**config.mk**
```make
export PLATFORM = sky130hd
export DESIGN_NAME = circle_raster_generator_unit
export DESIGN_NICKNAME = d
export VERILOG_FILES = /design/src/crg_pkg.sv /design/src/crg_front.sv /design/src/crg_queue.sv /design/src/crg_back.sv /design/src/circle_raster_generator_unit.sv
export VERILOG_INCLUDE_DIRS = /design/src /design/src/src
export SDC_FILE = /design/constraint.sdc
export NUM_CORES = 1
export LEC_CHECK = 0
export BUFFER_PORTS_ARGS = -buffer_cell sky130_fd_sc_hd__buf_2
export CORE_ASPECT_RATIO = 1.1
export CORE_MARGIN = 2
export CORE_UTILIZATION = 50
export CTS_BUF_LIST = sky130_fd_sc_hd__clkbuf_8
export DETAILED_ROUTE_END_ITERATION = 10
export PLACE_DENSITY = 0.71
export SLEW_MARGIN = 20
export SYNTH_ARGS = -nofsm -noshare
export SYNTH_HDL_FRONTEND = slang
export SYNTH_SLANG_ARGS = --single-unit
```
**constraint.sdc**
```tcl
create_clock -name clk -period 9.6 [get_ports clk]
set_clock_uncertainty 0.2 [all_clocks]
set_input_delay 1.44 -clock clk [delete_from_list [all_inputs] [get_ports clk]]
set_output_delay 1.44 -clock clk [all_outputs]
set_load 0.005 [all_outputs]
```
**src/assert_macros.svh**
```systemverilog
// ---------------------------------------------------------------------------
// Assertion macros
// Shared concurrent assertion shorthands for the circle raster generator.
// ---------------------------------------------------------------------------
`ifndef ASSERT_MACROS_SVH
`define ASSERT_MACROS_SVH

`ifndef ASSERT_OFF
// The condition must hold at every clock edge outside reset.
`define ASSERT_ALWAYS(lbl, clk, rst_n, cond) \
  lbl: assert property (@(posedge clk) disable iff (!rst_n) (cond)) \
    else $error("assertion failed");
// When the antecedent holds, the consequent must hold in the same cycle.
`define ASSERT_IMPLIES(lbl, clk, rst_n, ante, cons) \
  lbl: assert property (@(posedge clk) disable iff (!rst_n) (ante) |-> (cons)) \
    else $error("assertion failed");
`else
`define ASSERT_ALWAYS(lbl, clk, rst_n, cond)
`define ASSERT_IMPLIES(lbl, clk, rst_n, ante, cons)
`endif

`endif

```
**src/crg_pkg.sv**
```systemverilog
// ---------------------------------------------------------------------------
// crg_pkg
// Types and constants shared by the circle raster generator modules.
// ---------------------------------------------------------------------------
package crg_pkg;

  localparam int unsigned CRG_COORD_WIDTH = 12;
  localparam int unsigned CRG_QUEUE_DEPTH = 4;

  // Added to the colour after each step: +1 - 0x10000 modulo 2^32.
  localparam logic [31:0] CRG_COLOUR_STEP = 32'h0000_0001 - 32'h0001_0000;

  typedef enum logic {
    CMD_START = 1'b0,
    CMD_STEP  = 1'b1
  } cmd_kind_t;

  typedef struct packed {
    logic active;
    logic emitting;
  } back_status_t;

endpackage

```
**src/crg_front.sv**
```systemverilog
// ---------------------------------------------------------------------------
// crg_front
// Input register stage: takes items, classifies them and feeds the queue.
// ---------------------------------------------------------------------------
module crg_front
  import crg_pkg::*;
#(
  parameter int unsigned COORD_WIDTH = CRG_COORD_WIDTH,
  parameter int unsigned IN_DATA_W   = ((3 * COORD_WIDTH + 31) + 7) / 8 * 8,
  parameter int unsigned CMD_W       = 3 * COORD_WIDTH + 32
) (
  input  logic                 clk,
  input  logic                 rst_n,
  input  logic                 in_tvalid,
  output logic                 in_tready,
  input  logic [IN_DATA_W-1:0] in_tdata,
  input  logic                 in_tuser,
  output logic                 cmd_valid,
  input  logic                 cmd_ready,
  output logic [CMD_W-1:0]     cmd_data
);

  localparam int unsigned PAYLOAD_W = 3 * COORD_WIDTH + 31;

  logic                 valid_r, valid_nxt;
  logic [CMD_W-1:0]     cmd_r, cmd_nxt;
  cmd_kind_t            kind;
  logic                 take;

  // The item kind rides in tuser; the low 3*COORD_WIDTH+31 bits of tdata are carried unchanged.
  assign kind      = cmd_kind_t'(in_tuser);
  assign in_tready = !valid_r || cmd_ready;
  assign take      = in_tvalid && in_tready;

  always_comb begin
    valid_nxt = valid_r;
    cmd_nxt   = cmd_r;
    if (take) begin
      valid_nxt = 1'b1;
      cmd_nxt   = {in_tdata[PAYLOAD_W-1:0], kind};
    end else if (cmd_ready) begin
      valid_nxt = 1'b0;
    end
  end

  always_ff @(posedge clk) begin
    if (!rst_n) begin
      valid_r <= 1'b0;
    end else begin
      valid_r <= valid_nxt;
    end
  end

  always_ff @(posedge clk) begin
    cmd_r <= cmd_nxt;
  end

  assign cmd_valid = valid_r;
  assign cmd_data  = cmd_r;

endmodule

```
**src/crg_queue.sv**
```systemverilog
// ---------------------------------------------------------------------------
// crg_queue
// Short command queue between the front stage and the pixel engine.
// ---------------------------------------------------------------------------
module crg_queue
  import crg_pkg::*;
#(
  parameter int unsigned WIDTH = 3 * CRG_COORD_WIDTH + 32,
  parameter int unsigned DEPTH = CRG_QUEUE_DEPTH
) (
  input  logic             clk,
  input  logic             rst_n,
  input  logic             wr_valid,
  output logic             wr_ready,
  input  logic [WIDTH-1:0] wr_data,
  output logic             rd_valid,
  input  logic             rd_ready,
  output logic [WIDTH-1:0] rd_data,
  output logic [$clog2(DEPTH+1)-1:0] level
);

  localparam int unsigned PW = (DEPTH > 1) ? $clog2(DEPTH) : 1;
  localparam int unsigned CW = $clog2(DEPTH + 1);

  logic [WIDTH-1:0] entry_r [DEPTH];
  logic [PW-1:0]    wr_ptr_r, wr_ptr_nxt;
  logic [PW-1:0]    rd_ptr_r, rd_ptr_nxt;
  logic [CW-1:0]    count_r, count_nxt;
  logic             push, pop;

  assign wr_ready = (count_r != CW'(DEPTH));
  assign rd_valid = (count_r != '0);
  assign push     = wr_valid && wr_ready;
  assign pop      = rd_valid && rd_ready;
  assign rd_data  = entry_r[rd_ptr_r];
  assign level    = count_r;

  always_comb begin
    wr_ptr_nxt = wr_ptr_r;
    rd_ptr_nxt = rd_ptr_r;
    count_nxt  = count_r;
    if (push) begin
      wr_ptr_nxt = (wr_ptr_r == PW'(DEPTH - 1)) ? '0 : wr_ptr_r + 1'b1;
    end
    if (pop) begin
      rd_ptr_nxt = (rd_ptr_r == PW'(DEPTH - 1)) ? '0 : rd_ptr_r + 1'b1;
    end
    if (push && !pop) begin
      count_nxt = count_r + 1'b1;
    end else if (pop && !push) begin
      count_nxt = count_r - 1'b1;
    end
  end

  always_ff @(posedge clk) begin
    if (!rst_n) begin
      wr_ptr_r <= '0;
      rd_ptr_r <= '0;
      count_r  <= '0;
    end else begin
      wr_ptr_r <= wr_ptr_nxt;
      rd_ptr_r <= rd_ptr_nxt;
      count_r  <= count_nxt;
    end
  end

  always_ff @(posedge clk) begin
    if (push) begin
      entry_r[wr_ptr_r] <= wr_data;
    end
  end

endmodule

```
**src/crg_back.sv**
```systemverilog
// ---------------------------------------------------------------------------
// crg_back
// Pixel engine: holds the circle state and emits four mirrored pixels a step.
// ---------------------------------------------------------------------------
module crg_back
  import crg_pkg::*;
#(
  parameter int unsigned COORD_WIDTH = CRG_COORD_WIDTH,
  parameter int unsigned CMD_W       = 3 * COORD_WIDTH + 32
) (
  input  logic                         clk,
  input  logic                         rst_n,
  input  logic                         cmd_valid,
  output logic                         cmd_ready,
  input  logic [CMD_W-1:0]             cmd_data,
  output logic                         pix_valid,
  input  logic                         pix_ready,
  output logic signed [COORD_WIDTH+1:0] pix_x,
  output logic signed [COORD_WIDTH+1:0] pix_y,
  output logic [31:0]                  pix_colour,
  output logic                         pix_last,
  output logic                         pix_done,
  output back_status_t                 status
);

  localparam int unsigned CW = COORD_WIDTH;
  localparam int unsigned OW = CW + 1;  // signed offsets
  localparam int unsigned DW = CW + 4;  // signed decision term
  localparam int unsigned EW = CW + 6;  // intermediate error terms
  localparam int unsigned PW = CW + 2;  // pixel coordinates

  // Command unpacking.
  cmd_kind_t     c_kind;
  logic [CW-1:0] c_cx, c_cy;
  logic [CW-2:0] c_radius;
  logic [31:0]   c_colour;

  assign c_kind   = cmd_kind_t'(cmd_data[0]);
  assign c_cx     = cmd_data[CW:1];
  assign c_cy     = cmd_data[2*CW:CW+1];
  assign c_radius = cmd_data[3*CW-1:2*CW+1];
  assign c_colour = cmd_data[3*CW+31:3*CW];

  // Circle state.
  logic                 active_r, active_nxt;
  logic                 emitting_r, emitting_nxt;
  logic [1:0]           phase_r, phase_nxt;
  logic signed [OW-1:0] ox_r, ox_nxt;
  logic signed [OW-1:0] oy_r, oy_nxt;
  logic signed [DW-1:0] d_r, d_nxt;
  logic [CW-1:0]        cx_r, cx_nxt;
  logic [CW-1:0]        cy_r, cy_nxt;
  logic [31:0]          col_r, col_nxt;

  // Output register.
  logic                 ov_r, ov_nxt;
  logic signed [PW-1:0] opx_r, opx_nxt;
  logic signed [PW-1:0] opy_r, opy_nxt;
  logic [31:0]          ocol_r, ocol_nxt;
  logic                 olast_r, olast_nxt;
  logic                 odone_r, odone_nxt;

  // Decision rule, evaluated from the current point.
  logic signed [EW-1:0] xe, ye, de, err1, err2, x1, y1, d1;
  logic                 ends;

  always_comb begin
    xe   = {{(EW-OW){ox_r[OW-1]}}, ox_r};
    ye   = {{(EW-OW){oy_r[OW-1]}}, oy_r};
    de   = {{(EW-DW){d_r[DW-1]}}, d_r};
    err1 = ((de + ye) <<< 1) - EW'(1);
    err2 = ((de - xe) <<< 1) - EW'(1);
    x1   = xe;
    y1   = ye;
    if (de < 0 && err1 <= 0) begin
      x1 = xe + EW'(1);
      d1 = de + (x1 <<< 1) + EW'(1);
    end else if (de > 0 && err2 > 0) begin
      y1 = ye - EW'(1);
      d1 = de + EW'(1) - (y1 <<< 1);
    end else begin
      x1 = xe + EW'(1);
      y1 = ye - EW'(1);
      d1 = de + ((x1 - ye) <<< 1);
    end
    ends = y1 < 0;
  end

  // Mirrored pixel for a phase: bit 1 negates x, bit 0 negates y.
  logic signed [PW-1:0] cxp, cyp, oxp, oyp;
  logic [1:0]           sel;

  assign cxp = $signed({2'b00, cx_r});
  assign cyp = $signed({2'b00, cy_r});
  assign oxp = {{(PW-OW){ox_r[OW-1]}}, ox_r};
  assign oyp = {{(PW-OW){oy_r[OW-1]}}, oy_r};

  logic slot_free, pop, emit;

  assign slot_free = !ov_r || pix_ready;
  assign pop       = cmd_valid && cmd_ready;
  assign cmd_ready = !emitting_r && (c_kind == CMD_START || !active_r || slot_free);
  // A step with a circle in progress emits its first pixel on the pop cycle.
  assign emit      = (emitting_r && slot_free) || (pop && c_kind == CMD_STEP && active_r);
  assign sel       = emitting_r ? phase_r : 2'd0;

  always_comb begin
    active_nxt   = active_r;
    emitting_nxt = emitting_r;
    phase_nxt    = phase_r;
    ox_nxt       = ox_r;
    oy_nxt       = oy_r;
    d_nxt        = d_r;
    cx_nxt       = cx_r;
    cy_nxt       = cy_r;
    col_nxt      = col_r;
    ov_nxt       = ov_r && !pix_ready;
    opx_nxt      = opx_r;
    opy_nxt      = opy_r;
    ocol_nxt     = ocol_r;
    olast_nxt    = olast_r;
    odone_nxt    = odone_r;

    if (pop && c_kind == CMD_START) begin
      cx_nxt     = c_cx;
      cy_nxt     = c_cy;
      ox_nxt     = '0;
      oy_nxt     = {2'b00, c_radius};
      d_nxt      = DW'(1) - {4'b0000, c_radius, 1'b0};
      col_nxt    = c_colour;
      active_nxt = 1'b1;
    end

    if (emit) begin
      ov_nxt    = 1'b1;
      opx_nxt   = sel[1] ? cxp - oxp : cxp + oxp;
      opy_nxt   = sel[0] ? cyp - oyp : cyp + oyp;
      ocol_nxt  = col_r;
      olast_nxt = (sel == 2'd3);
      odone_nxt = (sel == 2'd3) && ends;
      if (!emitting_r) begin
        emitting_nxt = 1'b1;
        phase_nxt    = 2'd1;
      end else if (phase_r == 2'd3) begin
        // Fourth pixel: commit the move and retire the step.
        emitting_nxt = 1'b0;
        phase_nxt    = 2'd0;
        ox_nxt       = x1[OW-1:0];
        oy_nxt       = y1[OW-1:0];
        d_nxt        = d1[DW-1:0];
        col_nxt      = col_r + CRG_COLOUR_STEP;
        active_nxt   = !ends;
      end else begin
        phase_nxt = phase_r + 2'd1;
      end
    end
  end

  always_ff @(posedge clk) begin
    if (!rst_n) begin
      active_r   <= 1'b0;
      emitting_r <= 1'b0;
      phase_r    <= 2'd0;
      ov_r       <= 1'b0;
      ox_r       <= '0;
      oy_r       <= '0;
      d_r        <= '0;
      cx_r       <= '0;
      cy_r       <= '0;
      col_r      <= '0;
    end else begin
      active_r   <= active_nxt;
      emitting_r <= emitting_nxt;
      phase_r    <= phase_nxt;
      ov_r       <= ov_nxt;
      ox_r       <= ox_nxt;
      oy_r       <= oy_nxt;
      d_r        <= d_nxt;
      cx_r       <= cx_nxt;
      cy_r       <= cy_nxt;
      col_r      <= col_nxt;
    end
  end

  always_ff @(posedge clk) begin
    opx_r   <= opx_nxt;
    opy_r   <= opy_nxt;
    ocol_r  <= ocol_nxt;
    olast_r <= olast_nxt;
    odone_r <= odone_nxt;
  end

  assign pix_valid       = ov_r;
  assign pix_x           = opx_r;
  assign pix_y           = opy_r;
  assign pix_colour      = ocol_r;
  assign pix_last        = olast_r;
  assign pix_done        = odone_r;
  assign status.active   = active_r;
  assign status.emitting = emitting_r;

endmodule

```
**src/circle_raster_generator_unit.sv**
```systemverilog
// ---------------------------------------------------------------------------
// circle_raster_generator_unit
// Bresenham circle rasterizer with four-way symmetric pixel output.
// ---------------------------------------------------------------------------
// Usage: send a start item (in_tuser = 0) carrying the centre, radius and
// colour; it loads the circle and produces no output. Each step item
// (in_tuser = 1) produces four pixel items on the out_ channel, in the order
// (+x,+y), (+x,-y), (-x,+y), (-x,-y) around the centre. out_tlast marks the
// fourth pixel of a step and out_tuser marks the final pixel of the circle.
// A step sent while no circle is in progress is dropped silently.
// Throughput: a step occupies the pixel engine for its four pixels, one per
// cycle through its single output register while out_tready is high; a start
// only loads the circle; each item passes the input register and the queue.
// The input register and a four-entry command queue decouple the two sides,
// so the block keeps accepting items while pixels wait on the receiver.
// When out_tready is low the output register holds its pixel, the engine
// stalls and, once the queue fills, in_tready drops.
// Reset (synchronous, active low) clears the queue and ends any circle.
// ---------------------------------------------------------------------------
`include "assert_macros.svh"

module circle_raster_generator_unit
  import crg_pkg::*;
#(
  parameter int unsigned COORD_WIDTH = CRG_COORD_WIDTH,
  parameter int unsigned QUEUE_DEPTH = CRG_QUEUE_DEPTH
) (
  input  logic clk,
  input  logic rst_n,
  // tdata: center_x, center_y, radius, start_colour (lowest bits first)
  input  logic                                         in_tvalid,
  output logic                                         in_tready,
  input  logic [((3 * COORD_WIDTH + 31) + 7) / 8 * 8 - 1:0] in_tdata,
  // tuser: operation (0 = start circle, 1 = step)
  input  logic                                         in_tuser,
  // tdata: pixel_x, pixel_y, pixel_colour (lowest bits first)
  output logic                                         out_tvalid,
  input  logic                                         out_tready,
  output logic [((2 * COORD_WIDTH + 36) + 7) / 8 * 8 - 1:0] out_tdata,
  // tlast: last pixel of the step
  output logic                                         out_tlast,
  // tuser: done_res, final pixel of the circle
  output logic                                         out_tuser
);

  localparam int unsigned IN_DATA_W  = ((3 * COORD_WIDTH + 31) + 7) / 8 * 8;
  localparam int unsigned OUT_DATA_W = ((2 * COORD_WIDTH + 36) + 7) / 8 * 8;
  localparam int unsigned OUT_USED_W = 2 * COORD_WIDTH + 36;
  localparam int unsigned CMD_W      = 3 * COORD_WIDTH + 32;
  localparam int unsigned LVL_W      = $clog2(QUEUE_DEPTH + 1);

  logic                          f_valid, f_ready;
  logic [CMD_W-1:0]              f_data;
  logic                          q_valid, q_ready;
  logic [CMD_W-1:0]              q_data;
  logic [LVL_W-1:0]              q_level;
  logic signed [COORD_WIDTH+1:0] pix_x, pix_y;
  logic [31:0]                   pix_colour;
  back_status_t                  back_status;

  // Front: register the incoming item and tag it as start or step.
  crg_front #(
    .COORD_WIDTH (COORD_WIDTH),
    .IN_DATA_W   (IN_DATA_W),
    .CMD_W       (CMD_W)
  ) u_front (
    .clk       (clk),
    .rst_n     (rst_n),
    .in_tvalid (in_tvalid),
    .in_tready (in_tready),
    .in_tdata  (in_tdata),
    .in_tuser  (in_tuser),
    .cmd_valid (f_valid),
    .cmd_ready (f_ready),
    .cmd_data  (f_data)
  );

  // Queue: absorbs items while the engine works through a step.
  crg_queue #(
    .WIDTH (CMD_W),
    .DEPTH (QUEUE_DEPTH)
  ) u_queue (
    .clk      (clk),
    .rst_n    (rst_n),
    .wr_valid (f_valid),
    .wr_ready (f_ready),
    .wr_data  (f_data),
    .rd_valid (q_valid),
    .rd_ready (q_ready),
    .rd_data  (q_data),
    .level    (q_level)
  );

  // Back: circle state, decision rule and the pixel output register.
  crg_back #(
    .COORD_WIDTH (COORD_WIDTH),
    .CMD_W       (CMD_W)
  ) u_back (
    .clk        (clk),
    .rst_n      (rst_n),
    .cmd_valid  (q_valid),
    .cmd_ready  (q_ready),
    .cmd_data   (q_data),
    .pix_valid  (out_tvalid),
    .pix_ready  (out_tready),
    .pix_x      (pix_x),
    .pix_y      (pix_y),
    .pix_colour (pix_colour),
    .pix_last   (out_tlast),
    .pix_done   (out_tuser),
    .status     (back_status)
  );

  assign out_tdata = {{(OUT_DATA_W - OUT_USED_W){1'b0}}, pix_colour, pix_y, pix_x};

  // The circle only ends on the fourth pixel of a step.
  `ASSERT_IMPLIES(a_done_on_last, clk, rst_n, out_tvalid && out_tuser, out_tlast)
  // Pixels of a step are only produced while a circle is loaded.
  `ASSERT_IMPLIES(a_emit_needs_active, clk, rst_n, back_status.emitting, back_status.active)
  // The queue never holds more than its depth.
  `ASSERT_ALWAYS(a_queue_bound, clk, rst_n, q_level <= LVL_W'(QUEUE_DEPTH))
  // A full queue must push back on the front stage.
  `ASSERT_IMPLIES(a_full_blocks, clk, rst_n, q_level == LVL_W'(QUEUE_DEPTH), !f_ready)

endmodule

```
==> qor.txt <==
=====================================================================================================
Syn-to-layout area delta ...............................................................       11.41%
Relative max-transition margin .........................................................       31.97%
Final wirelength .......................................................................     61330 um
Basic-gate share of the synthesized area counting and, or, nand and nor cells ..........       10.23%
Overflow left after global routing .....................................................            0
Leading cell type in the layout, fill and taps excluded ................................ sky130_fd_sc_hd__edfxtp_1
# resized after CTS ....................................................................            0
Finished Cell Area .....................................................................  0.02849 mm2
Data arrival time of the critical path .................................................      6.16 ns
Maximum buffer depth of the clock tree .................................................            3
Share of async-settable or async-resettable flops after synthesis ......................           0%
DR WL met3 .............................................................................      3843 um
Combinational group share of total power ...............................................        50.3%
Delay of the slowest critical-path stage ...............................................      0.71 ns
Post-synthesis register bit count ......................................................          515
Final setup slack of the worst path ....................................................     3.789 ns
Root cell of the clock tree ............................................................ sky130_fd_sc_hd__clkbuf_8
Setup fix buffers added after clock tree synthesis .....................................            0
Core region area .......................................................................  0.05036 mm2
Wire length on met1 ....................................................................     26560 um
Placement Rows .........................................................................           86
Area of the multi-input gates ..........................................................  0.01055 mm2
Relative contribution of the clock network to total power ..............................        17.6%
Port-buffer cells ......................................................................          135
FF/Latch Area ..........................................................................  0.01434 mm2
Routed via count .......................................................................        17630
Startpoint types .......................................................................    flip-flop
TNS Setup ..............................................................................         0 ns
Largest family of logic cells by synthesized area ...................................... compound AO/OA/AOI/OAI gates
Number of levels the H-tree was split into .............................................            3
Slowest CP cell ........................................................................ sky130_fd_sc_hd__dfxtp_1
Clock tree from TritonCTS ..............................................................         done
Most used DFF post-synth ............................................................... sky130_fd_sc_hd__edfxtp_1
Inserted Clock Buffers .................................................................           82
# clock sinks ..........................................................................          515
Synthesis warning total ................................................................            0
Status ................................................................................. finished, final reports clean
Placed inst area .......................................................................  0.02691 mm2
Proportion of synthesized area in mux cells ............................................       7.016%
Class of the worst hold path ...........................................................   reg -> reg
Cell-internal power ....................................................................     5.965 mW
Power density over cell area ........................................................... 354.8 mW/mm2
Initial antenna violation count ........................................................            2
Number of enable flip-flop cells after synthesis .......................................          402
Post-route antenna net violation count .................................................            0
Count of unique library cells instantiated by Yosys ....................................           85
Starting Density .......................................................................       50.79%
Routed WL per cell .....................................................................     20.63 um
Final-stage net count ..................................................................         2470
Net switching power figure .............................................................     4.145 mW
Layout fillers .........................................................................         4130
Vias in the first global route .........................................................        17100
Sw frac ................................................................................       41.00%
Endpoints failing hold .................................................................            0
Highest-count cells in the layout ignoring fill and taps ............................... sky130_fd_sc_hd__edfxtp_1 (402), sky130_fd_sc_hd__nor2_1 (140), sky130_fd_sc_hd__ha_1 (140)
Tightest Pin Transition ................................................................    0.9947 ns
DR pass1 iterations ....................................................................            7
Post-synthesis share of cell area spent on full adders, half adders and majority gates .       7.554%
DR WL met2 .............................................................................     29290 um
Final Setup Violations .................................................................            0
Routability congestion estimate ........................................................       0.8957
Number of vias per cell ................................................................        5.930
Height of the die ......................................................................     241.2 um
Maximum fanout encountered on the critical timing path .................................           12
Critical Path End Type .................................................................    flip-flop
I/O Pins ...............................................................................          145
Sequential cell area fraction in the yosys report ......................................       56.05%
Crit path kind .........................................................................   reg -> reg
Global-route usage over all layers .....................................................       23.44%
Total count of max-transition violations in the final report ...........................            0
Reported leakage power .................................................................     10.48 nW
Period minus WS final ..................................................................     5.811 ns
Cell-by-cell listing of the critical path .............................................. inv_1 > fa_1 > nor2b_1 > o31ai_1 > o22a_1 > mux2_2 > a2111oi_0 > o2111ai_1 > xor2_1 > nand2_1 > buf_4 > mux2i_1 > a2111oi_1
Number of instances in the synthesized netlist .........................................         2088
# hold bufs at CTS .....................................................................            0
Fraction of synthesized cell area in xor and xnor cells ................................       4.110%
Detailed placer's ending HPWL ..........................................................     42110 um
Skew-Pair Late Insertion Delay .........................................................      0.68 ns
PnR Total Power ........................................................................     10.11 mW
Die area ...............................................................................  0.05298 mm2
Fmax ...................................................................................    172.1 MHz
Global-route wire length before repair .................................................     95540 um
Count of routing violations after the opening detailed-route iteration .................         1618
Maximum number of pins on one net before global-route repair ...........................           77
Share of the synthesized area in compound gates (AO/OA/AOI/OAI) ........................       12.17%
Width of the die .......................................................................     219.6 um
Max-cap violations .....................................................................            0
Highest metal layer used by the detailed router ........................................         met5
Maximum vdd drop .......................................................................    0.2142 mV
Mean area per synthesized cell .........................................................    12.25 um2
Clock-pin slew on the worst setup and hold paths .......................................      0.06 ns
Syn Std Cell Area ......................................................................  0.02557 mm2
RSZ-0062 raised after global routing ...................................................           no
Part of the power in registers .........................................................        32.1%
DRC violation count after routing ......................................................            0
Fraction of final layout cells with drive strength greater than 1 ......................       16.22%
Post-layout utilization of the core ....................................................       56.58%
Data required time at the worst endpoint ...............................................      9.95 ns
Final Cycle Share ......................................................................       60.53%
Pre-CTS setup slack ....................................................................     3.998 ns
=====================================================================================================
==> metal layers <==
metal / GRT usage (%) / up-vias
met5: 0 / -
met4: 8.521 / 2
met3: 3.617 / 108
met2: 38.01 / 644
met1: 32.17 / 8608
li1: - / 8268
==> worst paths after layout <==
path / from / end / slack (ns) / cells after the start
max: u_back.d_r[1] / u_back.d_r[13] / 3.79 / 13
min: u_back.cx_r[9] / u_back.cx_r[9] / 0.27 / 2
min reg2reg: u_back.cx_r[9] / u_back.cx_r[9] / 0.27 / 2
max reg2reg: u_back.d_r[1] / u_back.d_r[13] / 3.79 / 13
==> critical path, delay by kind of cell (launching register included) <==
kind                       cells  cell delay, ns
xor gates and xnor gates       1            0.70
DFF                            1            0.71
and+or+nand+nor                2            0.80
AOI/OAI and AO/OA              5            1.62
adders and majority gates      1            0.54
muxes                          2            0.41
buffers and inverters          2            0.67
==> kinds of logic (layout without fill, tap and decap cells) <==
group | after synthesis | after routing
other | 1 | 5
muxes | 93 | 93
AOI/OAI and AO/OA | 492 | 492
adders and majority gates | 149 | 149
xor gates and xnor gates | 120 | 120
and+or+nand+nor | 534 | 534
DFF | 515 | 515
buffers and inverters | 184 | 405
==> sequential cells by signal, indices dropped and copies added, names as in the netlist, 2 cells and up, named ones only <==
register           flops
u_queue.entry_r      272
u_front.cmd_data      68
u_back.col_r          32
u_back.pix_colour     32
u_back.d_r            16
u_back.pix_x          14
u_back.pix_y          14
u_back.ox_r           13
u_back.oy_r           13
u_back.cx_r           12
u_back.cy_r           12
u_queue.level          3
u_back.phase_r         2
u_queue.rd_ptr_r       2
u_queue.wr_ptr_r       2
==> metrics by stage <==
stage / cells / hold WS [ns]
5_1_grt: 2973 / 0.2795
3_3_place_gp: 2820 / 0.2486
4_1_cts: 2972 / 0.2629
3_5_place_dp: 2820 / 0.2544
6_report: 2973 / 0.2655
2_1_floorplan: 2091 / 0.2303
==> power groups by stage <==
| stage | clock (mW) | sequential (mW) | combinational (mW) |
|---|---|---|---|
| floorplan | 0 | 3.13 | 3.87 |
| global placement | 0 | 3.27 | 4.90 |
| detailed placement | 0 | 3.29 | 5.02 |
| CTS | 1.83 | 3.24 | 5.05 |
| global route | 1.92 | 3.29 | 5.65 |
| finish | 1.78 | 3.25 | 5.09 |
==> area by class of cell <==
| type | count | area share [%] |
|---|---|---|
| tap | 660 | 2.898 |
| inverter | 98 | 1.291 |
| timing repair buffer | 155 | 2.898 |
| antenna | 1 | 0.008783 |
| clock inverter | 61 | 1.155 |
| sequential | 515 | 50.33 |
| multi-input combinational | 1392 | 37.03 |
| clock buffer | 91 | 4.396 |
==> Yosys cell counts (20+ instances only) <==
cell	count	share of area, %
sky130_fd_sc_hd__a211oi_1	20	0.59
sky130_fd_sc_hd__o21ai_0	134	2.6
sky130_fd_sc_hd__ha_1	140	6.8
sky130_fd_sc_hd__xnor2_1	102	3.5
sky130_fd_sc_hd__clkbuf_1	67	0.98
sky130_fd_sc_hd__edfxtp_1	402	47
sky130_fd_sc_hd__or3_1	25	0.61
sky130_fd_sc_hd__nand3_1	38	0.74
sky130_fd_sc_hd__dfxtp_1	113	8.8
sky130_fd_sc_hd__nand2_1	123	1.8
sky130_fd_sc_hd__nor3_1	78	1.5
sky130_fd_sc_hd__nor2b_1	23	0.56
sky130_fd_sc_hd__a21oi_1	138	2.7
sky130_fd_sc_hd__inv_1	95	1.4
sky130_fd_sc_hd__mux2i_1	20	0.78
sky130_fd_sc_hd__mux4_2	68	6.0
sky130_fd_sc_hd__nand2b_1	21	0.51
sky130_fd_sc_hd__nor2_1	140	2.1
Note: power is estimated with default switching activity, not from simulation.
